`config.mk`:
```
export PLATFORM = sky130hd
export DESIGN_NAME = shift_add_fixed_point_logarithm
export DESIGN_NICKNAME = d
export VERILOG_FILES = /design/src/design/safl_pkg.sv /design/src/design/shift_add_fixed_point_logarithm.sv
export VERILOG_INCLUDE_DIRS = /design/src /design/src/design
export SDC_FILE = /design/constraint.sdc
export NUM_CORES = 2
export LEC_CHECK = 0
export ABC_AREA = 0
export BUFFER_PORTS_ARGS = -buffer_cell sky130_fd_sc_hd__clkbuf_2
export CAP_MARGIN = 40
export CORE_MARGIN = 2
export CORE_UTILIZATION = 35
export DETAILED_ROUTE_END_ITERATION = 12
export PLACE_DENSITY = 0.59
export SKIP_CTS_REPAIR_TIMING = 1
export SLEW_MARGIN = 10
export SYNTH_ARGS = -nofsm -noshare
export SYNTH_HDL_FRONTEND = slang
export SYNTH_SLANG_ARGS = --single-unit
```
`constraint.sdc`:
```
create_clock -name clk -period 19.95 [get_ports clk]
set_input_delay 1.995 -clock clk [delete_from_list [all_inputs] [get_ports clk]]
set_output_delay 1.995 -clock clk [all_outputs]
set_load 0.02 [all_outputs]
```
`src/design/shift_add_fixed_point_logarithm_defines.svh`:
```
// Assertion macros shared by the logarithm block.
// They expect clk and rst_n in the scope where they are used.
`ifndef SHIFT_ADD_FIXED_POINT_LOGARITHM_DEFINES_SVH
`define SHIFT_ADD_FIXED_POINT_LOGARITHM_DEFINES_SVH

// The consequent must hold in the same cycle as the antecedent.
`define SAFL_ASSERT_SAME(lbl, ante, cons, msg) \
  lbl: assert property (@(posedge clk) disable iff (!rst_n) (ante) |-> (cons)) \
    else $error(msg);

// The consequent must hold in the cycle after the antecedent.
`define SAFL_ASSERT_NEXT(lbl, ante, cons, msg) \
  lbl: assert property (@(posedge clk) disable iff (!rst_n) (ante) |=> (cons)) \
    else $error(msg);

`endif

```
`src/design/safl_pkg.sv`:
```
`default_nettype none

package safl_pkg;

  // Width of the logarithm result.
  localparam int unsigned LOG_W = 21;
  localparam int unsigned ARG_W = 32;
  localparam int unsigned MODE_COUNT = 3;
  localparam int unsigned NORM_STEPS = 5;
  localparam int unsigned MUL_STEPS = 7;
  // Multiply steps done in the first of the two multiply stages.
  localparam int unsigned MUL_SPLIT = 3;

  typedef logic [LOG_W-1:0] log_t;
  typedef logic [ARG_W-1:0] arg_t;
  typedef logic [1:0] mode_t;

  // Mode codes.
  localparam mode_t MODE_LN_Q16 = 2'd0;
  localparam mode_t MODE_LN_Q7 = 2'd1;
  localparam mode_t MODE_LOG2_Q7 = 2'd2;

  localparam log_t START_VALUE [MODE_COUNT] = '{21'h0a65af, 21'h000851, 21'h000c00};

  localparam int unsigned NORM_SHIFT [NORM_STEPS] = '{16, 8, 4, 2, 1};

  localparam arg_t NORM_LIMIT [NORM_STEPS] = '{
    32'h0000_8000, 32'h0080_0000, 32'h0800_0000, 32'h2000_0000, 32'h4000_0000
  };

  localparam log_t NORM_SUB [MODE_COUNT][NORM_STEPS] = '{
    '{21'h0b1721, 21'h058b91, 21'h02c5c8, 21'h0162e4, 21'h00b172},
    '{21'h00058c, 21'h0002c6, 21'h000163, 21'h0000b1, 21'h000059},
    '{21'h000800, 21'h000400, 21'h000200, 21'h000100, 21'h000080}
  };

  localparam log_t MUL_SUB [MODE_COUNT][MUL_STEPS] = '{
    '{21'h0067cd, 21'h003920, 21'h001e27, 21'h000f85, 21'h0007e1, 21'h0003f8, 21'h0001fe},
    '{21'h000034, 21'h00001d, 21'h00000f, 21'h000008, 21'h000004, 21'h000002, 21'h000001},
    '{21'h00004b, 21'h000029, 21'h000016, 21'h00000b, 21'h000006, 21'h000003, 21'h000001}
  };

  localparam int unsigned CORR_SHIFT [MODE_COUNT] = '{15, 24, 24};

  localparam arg_t ONE_Q31 = 32'h8000_0000;

  // Data carried from stage to stage.
  typedef struct packed {
    arg_t  x;
    log_t  y;
    logic  err;
    mode_t mode;
  } stage_t;

endpackage

`default_nettype wire

```
`src/design/shift_add_fixed_point_logarithm.sv`:
```
// Shift-and-add fixed-point logarithm.
// Input channel: in_valid, in_stall, in_argument (signed 32-bit, Q16 in
// mode 0, Q7 in modes 1 and 2). Result channel: out_valid, out_stall,
// out_log_value (signed 21-bit) and out_domain_error. A word moves on a
// channel at a rising edge where valid is high and stall is low.
// cfg_we with cfg_wdata sets the mode: 0 natural log Q16, 1 natural log
// Q7, 2 log base two Q7; code 3 behaves as mode 0. Change it only while
// no word is in flight.
// The datapath is four register stages: normalize, multiply steps one to
// three, multiply steps four to seven, then the linear correction into
// the output register. The accepting edge loads the first stage, and
// the word passes through the later stages to out_valid. One word is
// accepted every cycle while the receiver does not stall.
// A stall of a valid output word freezes all stages, so in_stall follows
// it in the same cycle; nothing is lost or repeated.
// A zero or negative argument gives out_domain_error high and a zero
// result. Reset empties the pipeline and sets the mode to 0.
`default_nettype none
`include "shift_add_fixed_point_logarithm_defines.svh"

module shift_add_fixed_point_logarithm
  import safl_pkg::*;
(
  input  wire logic              clk,
  input  wire logic              rst_n,
  input  wire logic              cfg_we,
  input  wire logic [1:0]        cfg_wdata,
  input  wire logic              in_valid,
  output logic                   in_stall,
  input  wire logic signed [31:0] in_argument,
  output logic                   out_valid,
  input  wire logic              out_stall,
  output logic signed [20:0]     out_log_value,
  output logic                   out_domain_error
);

  mode_t  mode_r;
  logic   advance;
  logic   s1_valid_r, s2_valid_r, s3_valid_r, out_valid_r;
  stage_t s1_r, s2_r, s3_r;
  stage_t s1_nxt, s2_nxt, s3_nxt;
  log_t   out_log_r, out_log_nxt;
  logic   out_err_r;

  // Mode register; the reserved code maps to mode 0.
  always_ff @(posedge clk) begin
    if (!rst_n) begin
      mode_r <= MODE_LN_Q16;
    end else if (cfg_we) begin
      mode_r <= (cfg_wdata == 2'd3) ? MODE_LN_Q16 : cfg_wdata;
    end
  end

  // The whole pipeline moves unless a finished word is held at the output.
  assign advance  = !(out_valid_r && out_stall);
  assign in_stall = !advance;

  // Stage 1: normalize into [2^30, 2^31) with shifts of 16, 8, 4, 2, 1.
  always_comb begin
    s1_nxt.x    = arg_t'(in_argument);
    s1_nxt.mode = mode_r;
    s1_nxt.err  = (in_argument == '0) || in_argument[31];
    s1_nxt.y    = START_VALUE[mode_r];
    for (int i = 0; i < NORM_STEPS; i++) begin
      if (s1_nxt.x < NORM_LIMIT[i]) begin
        s1_nxt.x = s1_nxt.x << NORM_SHIFT[i];
        s1_nxt.y = s1_nxt.y - NORM_SUB[s1_nxt.mode][i];
      end
    end
  end

  // Stage 2: the first multiply-by-(1 + 2^-k) steps.
  always_comb begin
    arg_t t;
    s2_nxt = s1_r;
    for (int i = 0; i < MUL_SPLIT; i++) begin
      t = s2_nxt.x + (s2_nxt.x >> (i + 1));
      if (!t[ARG_W-1]) begin
        s2_nxt.x = t;
        s2_nxt.y = s2_nxt.y - MUL_SUB[s2_nxt.mode][i];
      end
    end
  end

  // Stage 3: the remaining multiply steps.
  always_comb begin
    arg_t t;
    s3_nxt = s2_r;
    for (int i = MUL_SPLIT; i < MUL_STEPS; i++) begin
      t = s3_nxt.x + (s3_nxt.x >> (i + 1));
      if (!t[ARG_W-1]) begin
        s3_nxt.x = t;
        s3_nxt.y = s3_nxt.y - MUL_SUB[s3_nxt.mode][i];
      end
    end
  end

  // Stage 4: linear correction, and a zero result on a domain error.
  always_comb begin
    arg_t d;
    arg_t ds;
    d  = ONE_Q31 - s3_r.x;
    ds = d >> CORR_SHIFT[s3_r.mode];
    out_log_nxt = s3_r.err ? '0 : (s3_r.y - ds[LOG_W-1:0]);
  end

  // Valid bits travel with the data and all stages share one enable.
  always_ff @(posedge clk) begin
    if (!rst_n) begin
      s1_valid_r  <= 1'b0;
      s2_valid_r  <= 1'b0;
      s3_valid_r  <= 1'b0;
      out_valid_r <= 1'b0;
    end else if (advance) begin
      s1_valid_r  <= in_valid;
      s2_valid_r  <= s1_valid_r;
      s3_valid_r  <= s2_valid_r;
      out_valid_r <= s3_valid_r;
    end
  end

  // Payload registers need no reset.
  always_ff @(posedge clk) begin
    if (advance) begin
      s1_r      <= s1_nxt;
      s2_r      <= s2_nxt;
      s3_r      <= s3_nxt;
      out_log_r <= out_log_nxt;
      out_err_r <= s3_r.err;
    end
  end

  assign out_valid        = out_valid_r;
  assign out_log_value    = signed'(out_log_r);
  assign out_domain_error = out_err_r;

  // Checks on the pipeline control and the error path.
  `SAFL_ASSERT_NEXT(a_accept_enters, in_valid && !in_stall, s1_valid_r, "accepted word lost")
  `SAFL_ASSERT_NEXT(a_last_reaches_out, s3_valid_r && !in_stall, out_valid, "word dropped at output")
  `SAFL_ASSERT_SAME(a_error_zero, out_valid && out_domain_error, out_log_value == '0,
                    "domain error with nonzero result")

endmodule

`default_nettype wire
```
==> impl_metrics.tcl <==
set metrics [dict create \
    drt_iter0_drc 1541 \
    num-fill-cells 9009 \
    insertion_delay_ns 0.49 \
    dieHeight_um 299.0 \
    crit_path_end_kind "flip-flop" \
    worst_path_most_repeated_cell "a21oi_1" \
    async_reset_ff_share_pct 0 \
    wl_um 74580 \
    cp.arrival_ns 17.88 \
    antenna_found_initial 0 \
    synth-seq-cells 196 \
    area_growth_pct 7.393 \
    hold_class "flip-flop to flip-flop" \
    ant_nets 0 \
    synth_edf_count 190 \
    skew_ns 0.02108 \
    period_minus_slack_ns 17.65 \
    htreeDepth 4 \
    syn_area_per_cell_sq_um 7.767 \
    grt.total_usage_pct 16.54 \
    io_buffers 62 \
    finalWeightedCongestion 0.9173 \
    grt_max_degree 62 \
    clock_path_buffers 2 \
    slowest_delay_ns 0.69 \
    root_buffer "clkbuf_16" \
    slew_headroom_pct 34.31 \
    worst_setup_hold_path_clk_slew_ns 0.08 \
    avgRoutedWirePerCell_um 14.70 \
    fin_crit_sh_pct 88.45 \
    placementRows 108 \
    synth_warnings 0 \
    slowest_stage "ha_2" \
    synth_top_area_share_pct 18.73 \
    cts_made_buffers 17 \
    tns_ns 0 \
    cp_top_family "compound AO/OA/AOI/OAI gates" \
    drc 0 \
    report.final.hold_viol_count 0 \
    synth_area_leaders "edfxtp_1, ha_1, xnor2_1" \
    start_util_pct 35.22 \
    viasPerCell 5.336 \
    synth_flop_cell "edfxtp_1" \
    ys_seq_area_share_pct 19.12 \
    critPathRequiredTime_ns 20.18 \
    syn_inst 3922 \
    rsz0062_at_grt "no" \
    tightest_slew_ns 0.9763 \
    start_kind "flip-flop" \
    final_nets 4290 \
    vias 27080 \
    dr.pass1.iters 6 \
    path_buf_inv 7 \
    dp_hpwl_um 60430 \
    grt_pass1_wl_um 125600 \
    finalSetupViolCount 0 \
    die_area_sq_um 89410 \
    outcome "finished, final reports clean" \
    fmax_mhz 56.67 \
    yosysUniqueCellTypes 99 \
    syn_nets 4306 \
    drive_above_1_share_pct 7.145 \
    fp.coreArea_sq_um 86480 \
    cts_sinks 196 \
    io_pins 63 \
    mappedNetlistArea_sq_um 30460 \
    fp.dieW_um 299.0 \
    maxCapViolCount 0 \
    cts_tree "yes" \
    slew_viol_final 0 \
    diodes 0 \
    synth_top_area_cell "edfxtp_1" \
    grt-ovfl-total 0 \
    grt_pass1_vias 25420 \
    rrSetupSlack_ns 2.30 \
    setup.worst_path.class "flip-flop to flip-flop" \
    path_max_fanout 27 \
]
==> routing by layer <==
layer / global-route usage [%] / share of wire, % / vias to the layer above
li1: - / - / 14240
met5: 0 / 0 / -
met3: 1.616 / 2.8 / 77
met2: 27.66 / 45 / 468
met1: 22.83 / 50 / 12290
met4: 4.083 / 1.6 / 0
==> logic make-up (layout without fill, tap and decap cells) <==
logic type | Yosys count | count (layout) | share of synthesized area (%)
buffers and inverters | 352 | 349 | 4.452
AND/OR/NAND/NOR | 1347 | 1347 | 20.77
AO/OA/AOI/OAI | 1096 | 1096 | 23.17
adder cells (fa/ha/maj) | 350 | 350 | 14.70
flip-flops | 196 | 196 | 19.12
XOR/XNOR | 419 | 419 | 12.14
multiplexers | 162 | 162 | 5.643
==> layout by cell type, fill, tap and decap left out, types with 18 or more instances in the layout <==
| cell | instances |
|---|---|
| nor2b_1 | 49 |
| xnor2_1 | 273 |
| nand4_1 | 27 |
| a31oi_1 | 28 |
| and3_1 | 34 |
| nor3_1 | 103 |
| clkbuf_2 | 62 |
| nand2b_1 | 65 |
| nand3b_1 | 21 |
| buf_4 | 35 |
| a21oi_1 | 331 |
| edfxtp_1 | 190 |
| xor2_1 | 140 |
| nand3_1 | 89 |
| nor4_1 | 32 |
| mux2_2 | 77 |
| nand2_1 | 400 |
| and2_1 | 39 |
| a21o_1 | 87 |
| or3_1 | 28 |
| inv_1 | 209 |
| o21ai_0 | 242 |
| mux2i_1 | 84 |
| a21boi_0 | 23 |
| o21a_1 | 37 |
| a211oi_1 | 36 |
| nor2_1 | 390 |
| ha_1 | 327 |
| nor3b_1 | 18 |
| o31ai_1 | 43 |
| o211ai_1 | 26 |
| o21bai_1 | 51 |
==> synthesized netlist by cell type (51+ instances only) <==
cell type	number
a21o_1	87
a21oi_1	332
clkbuf_1	102
edfxtp_1	190
ha_1	330
inv_1	209
mux2_2	77
mux2i_1	84
nand2_1	401
nand2b_1	65
nand3_1	89
nor2_1	391
nor3_1	104
o21ai_0	242
o21bai_1	51
xnor2_1	277
xor2_1	140
==> stage by stage <==
stage | util, % | instance area, sq um | worst slack [ns] | cells | hold slack, ns
after floorplan | - | 30460 | 3.456 | 3922 | 0.4003
after global placement | 36.98 | 31980 | 2.480 | 5034 | 0.4383
after detailed placement | 37.12 | 32100 | 2.528 | 5042 | 0.4555
after CTS | 37.83 | 32720 | 2.490 | 5074 | 0.4671
after global routing | 37.83 | 32720 | 0.5865 | 5074 | 0.4927
final | 37.83 | 32720 | 2.304 | 5074 | 0.4619
==> cell type report <==
cell class	count	area, sq um	area share, %
well taps	1155	1445	4.417
clock inverters	15	187.7	0.5737
flip-flops and latches	196	5826	17.81
repair buffers	103	678.2	2.073
multi-input cells	3374	23350	71.37
inverters	214	803.3	2.455
clock buffers	17	425.4	1.300
==> worst reg2reg max path, delay by kind of cell, from the launching register on <==
family | cells | cell delay (ns)
and+or+nand+nor | 16 | 2.90
adders and majority gates | 7 | 3.04
muxes | 1 | 0.14
xor gates and xnor gates | 2 | 0.76
DFF | 1 | 0.44
buffers and inverters | 7 | 1.25
AOI/OAI and AO/OA | 38 | 8.84
==> flip-flops by register name, summed over array words and instances, names as in the netlist <==
signal            count
s2_r                 56
s2_valid_r            1
out_domain_error      1
out_log_value        21
mode_r                2
s1_valid_r            1
s3_valid_r            1
s3_r                 56
s1_r                 56
out_valid             1
==> worst paths after layout <==
path	start	endpoint	depth (start not counted)
worst max register to register	s2_r[28]$_DFFE_PN_	s3_r[52]$_DFFE_PN_	71
worst min register to register	s2_valid_r$_SDFFE_PN0N_	s2_valid_r$_SDFFE_PN0N_	2
worst max-delay path	s2_r[28]$_DFFE_PN_	s3_r[52]$_DFFE_PN_	71
worst min-delay path	s2_valid_r$_SDFFE_PN0N_	s2_valid_r$_SDFFE_PN0N_	2
Power is not shown: default switching activity piles up to over one toggle a cycle in this logic, so the estimate is an artifact.
